==> src/rtl/core/jtsm_pkg.sv <==
// shared types and constants for the jtag tap shift master
`default_nettype none
package jtsm_pkg;

  localparam int IR_BITS_DEF = 8;
  localparam int DR_BITS_DEF = 16;
  localparam int ACTION_W    = 3;
  localparam int VALUE_W     = 16;
  localparam int WORD_W      = 16;

  typedef enum logic [ACTION_W-1:0] {
    ACT_TICK     = 3'd0,
    ACT_SHIFT_IR = 3'd1,
    ACT_SHIFT_DR = 3'd2,
    ACT_TCLK_LO  = 3'd3,
    ACT_TCLK_HI  = 3'd4
  } action_t;

  typedef struct packed {
    logic [ACTION_W-1:0] action;
    logic [VALUE_W-1:0]  shift_value;
    logic                tdo_level;
  } in_beat_t;

  typedef struct packed {
    logic              tck_pulse;
    logic              tms_level;
    logic              tdi_level;
    logic [WORD_W-1:0] captured_word;
    logic              shift_done;
    logic              busy_res;
    logic              command_ignored;
  } out_beat_t;

endpackage
`default_nettype wire

==> src/rtl/core/jtsm_if.sv <==
// valid/ready channel interfaces for command and result beats
`default_nettype none
interface jtsm_in_if;
  logic                valid;
  logic                ready;
  jtsm_pkg::in_beat_t  data;
  modport source (output valid, output data, input ready);
  modport sink   (input valid, input data, output ready);
endinterface

interface jtsm_out_if;
  logic                valid;
  logic                ready;
  jtsm_pkg::out_beat_t data;
  modport source (output valid, output data, input ready);
  modport sink   (input valid, input data, output ready);
endinterface
`default_nettype wire

==> src/rtl/core/jtsm_seq.sv <==
// tap walk sequencer: state registers and per-beat pin levels
`default_nettype none
module jtsm_seq #(
  parameter int IR_BITS = jtsm_pkg::IR_BITS_DEF,
  parameter int DR_BITS = jtsm_pkg::DR_BITS_DEF
) (
  input  wire                 clk,
  input  wire                 rst_n,
  input  wire                 accept,
  input  jtsm_pkg::in_beat_t  beat,
  output jtsm_pkg::out_beat_t result
);

  localparam int SHW    = (IR_BITS > DR_BITS) ? IR_BITS : DR_BITS;
  localparam int PH_TOP = ((IR_BITS + 4 > DR_BITS + 3) ? IR_BITS + 4 : DR_BITS + 3) + 1;
  localparam int PHW    = $clog2(PH_TOP + 1);

  logic [PHW-1:0] phase_r, phase_nxt;
  logic           is_data_r, is_data_nxt;
  logic [SHW-1:0] out_shift_r, out_shift_nxt;
  logic [SHW-1:0] capture_r, capture_nxt;
  logic           tclk_r, tclk_nxt;
  logic           active_r, active_nxt;

  logic [31:0]        val32;
  logic [SHW-1:0]     ir_load, dr_load;
  logic [SHW+15:0]    cap_ext;
  logic [PHW-1:0]     hdr, nb;

  assign val32   = {16'b0, beat.shift_value};
  // left-align so the msb always leaves from the top bit
  assign ir_load = SHW'(val32[IR_BITS-1:0]) << (SHW - IR_BITS);
  assign dr_load = SHW'(val32[DR_BITS-1:0]) << (SHW - DR_BITS);
  assign cap_ext = {16'b0, capture_r};
  assign hdr     = is_data_r ? PHW'(3) : PHW'(4);
  assign nb      = is_data_r ? PHW'(DR_BITS) : PHW'(IR_BITS);

  always_comb begin
    phase_nxt     = phase_r;
    is_data_nxt   = is_data_r;
    out_shift_nxt = out_shift_r;
    capture_nxt   = capture_r;
    tclk_nxt      = tclk_r;
    active_nxt    = active_r;
    result        = '0;
    result.tdi_level = tclk_r;
    case (beat.action)
      jtsm_pkg::ACT_TICK: begin
        if (active_r) begin
          result.tck_pulse = 1'b1;
          if (phase_r < hdr) begin
            result.tms_level = (phase_r < hdr - PHW'(2));
          end else if (phase_r < hdr + nb) begin
            result.tdi_level = out_shift_r[SHW-1];
            result.tms_level = (phase_r == hdr + nb - PHW'(1));
            out_shift_nxt    = out_shift_r << 1;
            capture_nxt      = {capture_r[SHW-2:0], beat.tdo_level};
          end else if (phase_r == hdr + nb) begin
            result.tms_level = 1'b1;
          end else begin
            result.shift_done    = 1'b1;
            result.captured_word = cap_ext[15:0];
            active_nxt           = 1'b0;
          end
          phase_nxt = active_nxt ? phase_r + PHW'(1) : '0;
        end
      end
      jtsm_pkg::ACT_SHIFT_IR, jtsm_pkg::ACT_SHIFT_DR: begin
        if (active_r) begin
          result.command_ignored = 1'b1;
        end else begin
          is_data_nxt   = (beat.action == jtsm_pkg::ACT_SHIFT_DR);
          out_shift_nxt = is_data_nxt ? dr_load : ir_load;
          capture_nxt   = '0;
          phase_nxt     = '0;
          active_nxt    = 1'b1;
        end
      end
      jtsm_pkg::ACT_TCLK_LO, jtsm_pkg::ACT_TCLK_HI: begin
        if (active_r) begin
          result.command_ignored = 1'b1;
        end else begin
          tclk_nxt = (beat.action == jtsm_pkg::ACT_TCLK_HI);
        end
        result.tdi_level = tclk_nxt;
      end
      default: begin
      end
    endcase
    result.busy_res = active_nxt;
  end

  always_ff @(posedge clk) begin
    if (!rst_n) begin
      phase_r   <= '0;
      is_data_r <= 1'b0;
      tclk_r    <= 1'b0;
      active_r  <= 1'b0;
    end else if (accept) begin
      phase_r   <= phase_nxt;
      is_data_r <= is_data_nxt;
      tclk_r    <= tclk_nxt;
      active_r  <= active_nxt;
    end
  end

  always_ff @(posedge clk) begin
    if (accept) begin
      out_shift_r <= out_shift_nxt;
      capture_r   <= capture_nxt;
    end
  end

endmodule
`default_nettype wire

==> src/rtl/core/jtsm_out_reg.sv <==
// result register with valid, frees itself when the beat is taken
`default_nettype none
module jtsm_out_reg (
  input  wire                 clk,
  input  wire                 rst_n,
  input  wire                 in_valid,
  output logic                in_ready,
  input  jtsm_pkg::out_beat_t in_data,
  output logic                out_valid,
  input  wire                 out_ready,
  output jtsm_pkg::out_beat_t out_data
);

  logic                valid_r, valid_nxt;
  jtsm_pkg::out_beat_t data_r;

  assign in_ready  = !valid_r || out_ready;
  assign valid_nxt = (in_valid && in_ready) ? 1'b1 : (out_ready ? 1'b0 : valid_r);
  assign out_valid = valid_r;
  assign out_data  = data_r;

  always_ff @(posedge clk) begin
    if (!rst_n) begin
      valid_r <= 1'b0;
    end else begin
      valid_r <= valid_nxt;
    end
  end

  always_ff @(posedge clk) begin
    if (in_valid && in_ready) begin
      data_r <= in_data;
    end
  end

endmodule
`default_nettype wire

==> src/rtl/core/jtag_tap_shift_master.sv <==
// top level of the jtag tap shift master
//
// One command beat in, one result beat out, one beat per clock sustained while the result sink keeps up.
// Each beat is a tick (one TCK low-high pulse on the target in a walk) or a
// command: shift an IR_BITS instruction, shift a DR_BITS data word, or set the
// TCLK level that TDI carries outside bit cycles. After a shift command the
// caller sends ticks; the result of each tick gives the TMS and TDI levels to
// drive and whether TCK pulses. An instruction walk takes IR_BITS+6 ticks, a
// data walk DR_BITS+5; the last tick of a walk reports shift_done with the
// TDO word collected (first bit received ends up most significant). Commands
// sent during a walk are dropped and flagged in command_ignored. The sequencer
// updates its counter and shift registers in the same cycle a beat is taken
// and the result sits in a single output register, so a new beat is taken
// every cycle the result register is empty or being emptied.
`default_nettype none
module jtag_tap_shift_master #(
  parameter int IR_BITS = jtsm_pkg::IR_BITS_DEF,
  parameter int DR_BITS = jtsm_pkg::DR_BITS_DEF
) (
  input  wire        clk,
  input  wire        rst_n,
  jtsm_in_if.sink    in_chan,
  jtsm_out_if.source out_chan
);

  // beat accepted by the sequencer this cycle
  logic                in_accept;
  logic                in_ready;
  // pin levels and status computed for the current beat
  jtsm_pkg::out_beat_t seq_result;

  assign in_chan.ready = in_ready;
  assign in_accept     = in_chan.valid && in_ready;

  // walk state and combinational pin levels
  jtsm_seq #(
    .IR_BITS (IR_BITS),
    .DR_BITS (DR_BITS)
  ) u_seq (
    .clk    (clk),
    .rst_n  (rst_n),
    .accept (in_accept),
    .beat   (in_chan.data),
    .result (seq_result)
  );

  // output register, decouples the result sink from the command source
  jtsm_out_reg u_out (
    .clk       (clk),
    .rst_n     (rst_n),
    .in_valid  (in_chan.valid),
    .in_ready  (in_ready),
    .in_data   (seq_result),
    .out_valid (out_chan.valid),
    .out_ready (out_chan.ready),
    .out_data  (out_chan.data)
  );

endmodule
`default_nettype wire
==> src/flat_wrapper.sv <==
// flat-port wrapper written by rule: the top's interface ports become plain ports
module jtag_tap_shift_master_flat 
#(
  parameter int IR_BITS = jtsm_pkg::IR_BITS_DEF,
  parameter int DR_BITS = jtsm_pkg::DR_BITS_DEF
)
  (clk, rst_n, in_chan_valid, in_chan_data, in_chan_ready, out_chan_valid, out_chan_data, out_chan_ready);
  jtsm_in_if in_chan_i ();
  jtsm_out_if out_chan_i ();
  input  wire clk;
  input  wire rst_n;
  input wire logic [$bits(in_chan_i.valid)-1:0] in_chan_valid;
  input wire logic [$bits(in_chan_i.data)-1:0] in_chan_data;
  output wire logic [$bits(in_chan_i.ready)-1:0] in_chan_ready;
  output wire logic [$bits(out_chan_i.valid)-1:0] out_chan_valid;
  output wire logic [$bits(out_chan_i.data)-1:0] out_chan_data;
  input wire logic [$bits(out_chan_i.ready)-1:0] out_chan_ready;
  assign in_chan_i.valid = in_chan_valid;
  assign in_chan_i.data = in_chan_data;
  assign in_chan_ready = in_chan_i.ready;
  assign out_chan_valid = out_chan_i.valid;
  assign out_chan_data = out_chan_i.data;
  assign out_chan_i.ready = out_chan_ready;
  jtag_tap_shift_master #(.IR_BITS(IR_BITS), .DR_BITS(DR_BITS)) u_core (.clk(clk), .rst_n(rst_n), .in_chan(in_chan_i), .out_chan(out_chan_i));
endmodule
==> config.mk <==
export PLATFORM = sky130hd
export DESIGN_NAME = jtag_tap_shift_master_flat
export DESIGN_NICKNAME = d
export VERILOG_FILES = /design/src/rtl/core/jtsm_pkg.sv /design/src/rtl/core/jtsm_if.sv /design/src/rtl/core/jtsm_seq.sv /design/src/rtl/core/jtsm_out_reg.sv /design/src/rtl/core/jtag_tap_shift_master.sv /design/src/flat_wrapper.sv
export SDC_FILE = /design/constraint.sdc
export NUM_CORES = 1
export LEC_CHECK = 0
export BUFFER_PORTS_ARGS = -buffer_cell sky130_fd_sc_hd__buf_4
export CORE_MARGIN = 10
export CORE_UTILIZATION = 30
export CTS_BUF_LIST = sky130_fd_sc_hd__clkbuf_4
export DETAILED_ROUTE_END_ITERATION = 10
export PLACE_DENSITY_LB_ADDON = 0.15
export SLEW_MARGIN = 15
export SYNTH_ARGS = -nofsm -noshare
export SYNTH_HDL_FRONTEND = slang
export SYNTH_HIERARCHICAL = 1
export SYNTH_SLANG_ARGS = --single-unit
==> constraint.sdc <==
create_clock -name clk -period 3.59 [get_ports clk]
set_input_delay 0.8975 -clock clk [delete_from_list [all_inputs] [get_ports clk]]
set_output_delay 0.8975 -clock clk [all_outputs]
set_load 0.01 [all_outputs]
## Yosys cells after proc, flatten, opt, wreduce, memory -nomap -nowiden

Index checks and enable logic that the tools add are counted.

- Bits in registers: 63
- Input port bits: 24
- Logic and storage cells: 85

- Add/sub/neg operators: 4
- Magnitude comparators: 3
- Equality and inequality tests: 10
- Multiplexer cells: 36
- Bitwise logic cells: 2
- Reduce and logical (&&, ||, !) cells: 16

Operator list:

| cell | count |
|---|---|
| two-way mux 16 bit | 9 |
| one-hot mux 16 bit (2 select lines) | 2 |
| two-way mux 17 bit | 2 |
| two-way mux 20 bit | 1 |
| two-way mux 5 bit | 4 |
| two-way mux 18 bit | 1 |
| two-way mux 1 bit | 13 |
| == test 5 bit | 2 |
| < comparator 5 bit | 2 |
| one-hot mux 5 bit (2 select lines) | 1 |
| != test 2 bit, second input constant | 4 |
| OR reduction 4 bit | 2 |
| == test 3 x 2 -> 1 bit, second input constant | 2 |
| AND reduction 6 bit | 1 |
| adder 3 x 5 -> 5 bit | 1 |
| adder 5 x 1 -> 5 bit, second input constant | 1 |
| < comparator 5 x 3 -> 1 bit | 1 |
| OR reduction 5 bit | 1 |
| subtractor 5 x 1 -> 5 bit, second input constant | 1 |
| one-hot mux 1 bit (2 select lines) | 2 |
| AND reduction 2 bit | 2 |
| AND reduction 4 bit | 1 |
| nonzero test 2 bit | 2 |
| OR reduction 2 bit | 2 |
| other kinds (10) | 11 |

## Longest topological paths before layout

- Depth in word-level cells: 11
- Gate-level depth with buffers: 8
- Depth with buffers taken out: 7

## Hierarchy

The synthesis kept the hierarchy.

Modules (own cells, without submodules):

| module | instances | cells an instance | area an instance (um2) | sequential area each (um2) |
|---|---|---|---|---|
| jtsm_seq | 1 | 216 | 2,250.9 | 1,121.1 |
| jtsm_out_reg | 1 | 27 | 718.2 | 680.7 |
| jtag_tap_shift_master | 1 | 1 | 6.3 | 0.0 |

## Worst setup path before layout

Ideal clock, no wire load.

- Path type: input-to-reg
- Start point: in in_chan_data[17]
- End point: reg u_core.u_seq.capture_r[0], enable pin
- Library setup time: 432 ps
- Arrival time: 3,222 ps
- Required time: 3,158 ps
- Path slack: -64 ps
- Stages on the path: 5
- Buffers on the path: 1
- Cells stage by stage: buf_6 -> or3_4 -> nor2_1 -> a21oi_1 -> a21oi_1

- Word-level cells in the longest chain between the ends: 4
- Elaborated cells on any way between the ends: 10

RTL lines:

| what | line | source |
|---|---|---|
| start: declaration | flat_wrapper.sv:13 | `input wire logic [$bits(in_chan_i.data)-1:0] in_chan_data;` |
| == test 3 x 2 -> 1 bit or == test 3 x 1 -> 1 bit (tied branches) | jtsm_seq.sv:47 | `case (beat.action)` |
| OR reduction 2 bit | jtsm_seq.sv:47 |  |
| != test 2 bit (no source line) or nonzero test 2 bit (tied branches) | -- |  |
| AND reduction 6 bit (no source line) * | -- |  |
| end signal: assignment | jtsm_seq.sv:110 | `capture_r <= capture_nxt;` |
| end: declaration | jtsm_seq.sv:21 | `logic [SHW-1:0] capture_r, capture_nxt;` |

Every way passes the cells marked *; elsewhere a longest branch is shown, timed or not.
A chain may end at the register's enable or synchronous reset.

## Worst setup path after layout

- Start point: reg u_core.u_seq.is_data_r
- End point: reg u_core.u_seq.out_shift_r[13], enable pin

- Word-level cells in the longest chain between the ends: 5
- Elaborated cells on any way between the ends: 8

RTL lines:

| what | line | source |
|---|---|---|
| start: declaration | jtsm_seq.sv:19 | `logic is_data_r, is_data_nxt;` |
| start signal: assignment | jtsm_seq.sv:101 | `is_data_r <= is_data_nxt;` |
| two-way mux 3 bit or two-way mux 5 bit (tied branches) | jtsm_seq.sv:35, jtsm_seq.sv:36 |  |
| adder 3 x 5 -> 5 bit | jtsm_seq.sv:53 | `end else if (phase_r < hdr + nb) begin` |
| < comparator 5 bit | jtsm_seq.sv:53 |  |
| != test 2 bit (no source line) | -- |  |
| AND reduction 6 bit (no source line) * | -- |  |
| end signal: assignment | jtsm_seq.sv:109 | `out_shift_r <= out_shift_nxt;` |
| end: declaration | jtsm_seq.sv:20 | `logic [SHW-1:0] out_shift_r, out_shift_nxt;` |

Marks and branches as above.

==> reports/qor.tcl <==
set qor(numCtsBuffers) 9
set qor(clock_sinks) 63
set qor(ctsHtreeMaxLevel) 3
set qor(worst-setup-path-type) {flip-flop to flip-flop}
set qor(io-pin-count) 48
set qor(drv_cap) 0
set qor(detail_route.drc_violations) 0
set qor(average_wire_per_standard_cell_um) 14.4
set qor(worst-r2r-setup-slack_ns) 1.13
set qor(asyncSetResetFlopFracSynth_pct) 0
set qor(worst_skew_pair.late_latency_ns) 0.40
set qor(worstSetupStartpoint) {u_core/u_seq/is_data_r}
set qor(grt_max_degree) 33
set qor(path_max_fanout) 32
set qor(clk_pin_slew_ns) 0.12
set qor(power.share.clock_pct) 35.9
set qor(clockBufferDepth) 2
set qor(detailroute.via_count) 1938
set qor(via_count_of_the_first_global_routing_pass) 2097
set qor(syn2layout_area_growth_pct) 21.5
set qor(detail_route.vias_per_cell) 4.50
set qor(grt_usage_pct) 8.97
set qor(area_of_the_die_um2) 14300
set qor(grt_first_pass_wirelength_um) 10400
set qor(power_frac_comb_pct) 10.0
set qor(synth_fp_nets) 275
set qor(number_of_antenna_violations_at_the_first_check_in_global_routing) 0
set qor(port_buffers) 47
set qor(max_slew.worst_pin.slew_ns) 0.799
set qor(vdd_ir_drop_max_uv) 146
set qor(detailed_place_hpwl_um) 4360
set qor(drt_pass_1_iters) 6
set qor(yosys_warnings) 6
set qor(die_x_um) 120
set qor(ys_seq_area_share_pct) 60.6
set qor(clk_root_buffer_cell) {sky130_fd_sc_hd__clkbuf_4}
set qor(crit_path_cell_trace) {inv_1 -> ha_1 -> a21o_1 -> a31oi_1 -> o21ai_0 -> a21oi_4 -> buf_4}
set qor(crit_path_end_kind) {flip-flop}
set qor(gpl.final_weighted_congestion) 0.808
set qor(yosys_register_bits) 63
set qor(chipHeight_um) 120
set qor(synth.lib_cells_used.distinct) 46
set qor(ff2ff_path_depth) 7
set qor(most_instantiated_flip_flop_cell_in_the_synthesis_netlist) {sky130_fd_sc_hd__edfxtp_1}
set qor(sw_frac_of_total_pct) 24.0
set qor(drt_wl_total_um) 6200
set qor(rsz0062_at_grt) {no}
set qor(floorplan.core_area_um2) 9730
set qor(syn_area_um2) 2980
set qor(least_setup_slack_across_all_paths_after_layout_ns) 1.13
set qor(number_of_antenna_violating_nets_in_the_routed_design) 0
set qor(max_slew_margin_pct) 46.7
set qor(final.period_utilization_pct) 68.6
set qor(drive_gt1_share_pct) 26.2
set qor(power_per_cell_area_nw_per_um2) 430
set qor(layout_min_cycle_time_ns) 2.46
set qor(grt.overflow.total) 0
set qor(worst-endpoint-required_ns) 3.64
set qor(outcome) {finished, final reports clean}
set qor(cts_tree) {yes}
set qor(timing.critical_path.slowest_cell_delay_ns) 0.49
set qor(floorplan.initialDensity_pct) 30.6
set qor(finalPower_mw) 1.55
set qor(internal_power_mw) 1.18
set qor(rr_endpoint) {u_core/u_seq/out_shift_r[13]}
set qor(reg2reg_from) {u_core/u_seq/is_data_r}
set qor(n_antenna_cell) 0
set qor(post_cts_resized) 0
set qor(synthesis.instances) 244
set qor(fmax_ghz) 0.406
set qor(final_hold_viol_count) 0
set qor(setup_tns_ns) 0
set qor(post_cts_buffers) 0
set qor(critPathCapture) {u_core/u_seq/out_shift_r[13]}
set qor(critical_path.startpoint_type) {flip-flop}
set qor(leakagePower_nw) 1.37
set qor(power_frac_seq_pct) 54.1
set qor(fillers) 991
set qor(synth_edf_count) 54
set qor(nNetsFinal) 324
set qor(core.rowCount) 36
set qor(ctsHoldBuffers) 0
set qor(slowest_stage) {sky130_fd_sc_hd__dfxtp_1}
set qor(post-place-ws_ns) 0.925
set qor(holdCritPathClass) {flip-flop to flip-flop}
set qor(slew_viol_final) 0
set qor(drt_iter0_markers) 115
set qor(net-switching-power_mw) 0.373
set qor(setup_viol_count_final) 0
set qor(arrival_time_reported_for_the_critical_path_endpoint_ns) 2.51
set qor(hold-worst-slack_ns) 0.525
set qor(timing.clock.skew_ns) 0.0155
set qor(avgSynthCellArea_um2) 12.2
[sequential cells by signal, indices dropped and copies added (netlist names)]
register / flops
u_core/u_seq/is_data_r: 1
u_core/u_seq/out_shift_r: 16
u_core/u_seq/tclk_r: 1
u_core/u_out/out_valid: 1
u_core/u_seq/active_r: 1
u_core/u_out/out_data: 22
u_core/u_seq/phase_r: 5
u_core/u_seq/capture_r: 16
[critical path, delay by kind of cell, from the launching register on]
kind                     cells  cell delay, ns
flip-flops                   1            0.49
AO/OA/AOI/OAI                4            0.77
adder cells (fa/ha/maj)      1            0.33
buffers and inverters        2            0.51
[kinds of logic (layout without fill, tap and decap cells)]
family / Yosys count / in the layout / share of synthesized area, %
simple gates: 95 / 95 / 17.6
fa+ha+maj: 7 / 7 / 2.94
buf+inv: 20 / 74 / 3.78
flops: 63 / 63 / 60.6
compound gates: 49 / 49 / 11.6
xor+xnor: 1 / 1 / 0.547
mux: 9 / 9 / 3.03
[cells in the final DEF (no fill, tap or decap), drive strengths merged, types with 3 or more instances in the layout]
cell | Yosys | final
mux2i | 9 | 9
nand3 | 6 | 6
edfxtp | 54 | 54
a21oi | 7 | 7
nand4 | 4 | 4
clkbuf | 1 | 9
buf | 11 | 50
o21ai | 20 | 20
nand2 | 17 | 17
dfxtp | 9 | 9
and2 | 36 | 36
inv | 8 | 9
ha | 7 | 7
a31oi | 3 | 3
nor3 | 3 | 3
a22o | 7 | 7
nor2 | 17 | 17
[final cells by class]
class | instances | area [um^2] | area share, %
Clock inverter | 7 | 96.3 | 2.67
Tap cell | 133 | 166 | 4.60
Timing Repair Buffer | 50 | 375 | 10.4
Inverter | 8 | 30.0 | 0.831
Multi-Input combinational cell | 161 | 1080 | 29.8
Sequential cell | 63 | 1800 | 49.8
Clock buffer | 9 | 67.6 | 1.87
[worst min-delay path by stage]
stage                               startpoint                        end  cells after the start
finish                  u_core/u_out/out_valid     u_core/u_out/out_valid                      2
CTS                        u_core/u_seq/tclk_r        u_core/u_seq/tclk_r                      2
global placement        u_core/u_out/out_valid     u_core/u_out/out_valid                      2
detailed placement         u_core/u_seq/tclk_r        u_core/u_seq/tclk_r                      2
floorplan                  u_core/u_seq/tclk_r        u_core/u_seq/tclk_r                      2
global route        u_core/u_seq/capture_r[15]  u_core/u_out/out_data[18]                      1
[synthesized netlist by cell type, drive strengths merged, types with 2 or more instances]
cell | n | share of area (%)
o21ai | 20 | 3.5
dfxtp | 9 | 6.1
o22ai | 2 | 0.63
nand4 | 4 | 0.84
nor3 | 3 | 0.50
and2 | 36 | 7.7
a22o | 7 | 2.1
nand2 | 17 | 2.1
nand3 | 6 | 1.0
mux2i | 9 | 3.0
nand2b | 2 | 0.67
inv | 8 | 1.0
ha | 7 | 2.9
nor2 | 17 | 2.2
a21oi | 7 | 1.2
edfxtp | 54 | 54
or2 | 2 | 0.42
and3 | 2 | 0.42
a31oi | 3 | 0.63
buf | 11 | 2.6
nor3b | 2 | 0.50
[routing by layer]
metal | up-vias | track usage, % | routed length, um
met2 | 43 | 13.2 | 2690
met1 | 901 | 11.7 | 3150
met5 | - | 0 | 0
met4 | 0 | 4.45 | 95
met3 | 8 | 2.77 | 267
li1 | 986 | - | -
[power by group through the flow]
stage,Clock (mW),Sequential (mW),Combinational (mW)
2_1_floorplan,0,0.859,0.0907
3_3_place_gp,0,0.858,0.155
3_5_place_dp,0,0.857,0.158
4_1_cts,0.580,0.841,0.158
5_1_grt,0.615,0.844,0.173
6_report,0.558,0.840,0.155
[stage by stage]
step / util [%] / cell area, um^2 / instances
2_1_floorplan: - / 2980 / 244
3_3_place_gp: 35.5 / 3450 / 415
3_5_place_dp: 35.5 / 3450 / 415
4_1_cts: 37.2 / 3610 / 431
5_1_grt: 37.2 / 3610 / 431
6_report: 37.2 / 3610 / 431
(Power assumes the default switching activity.)
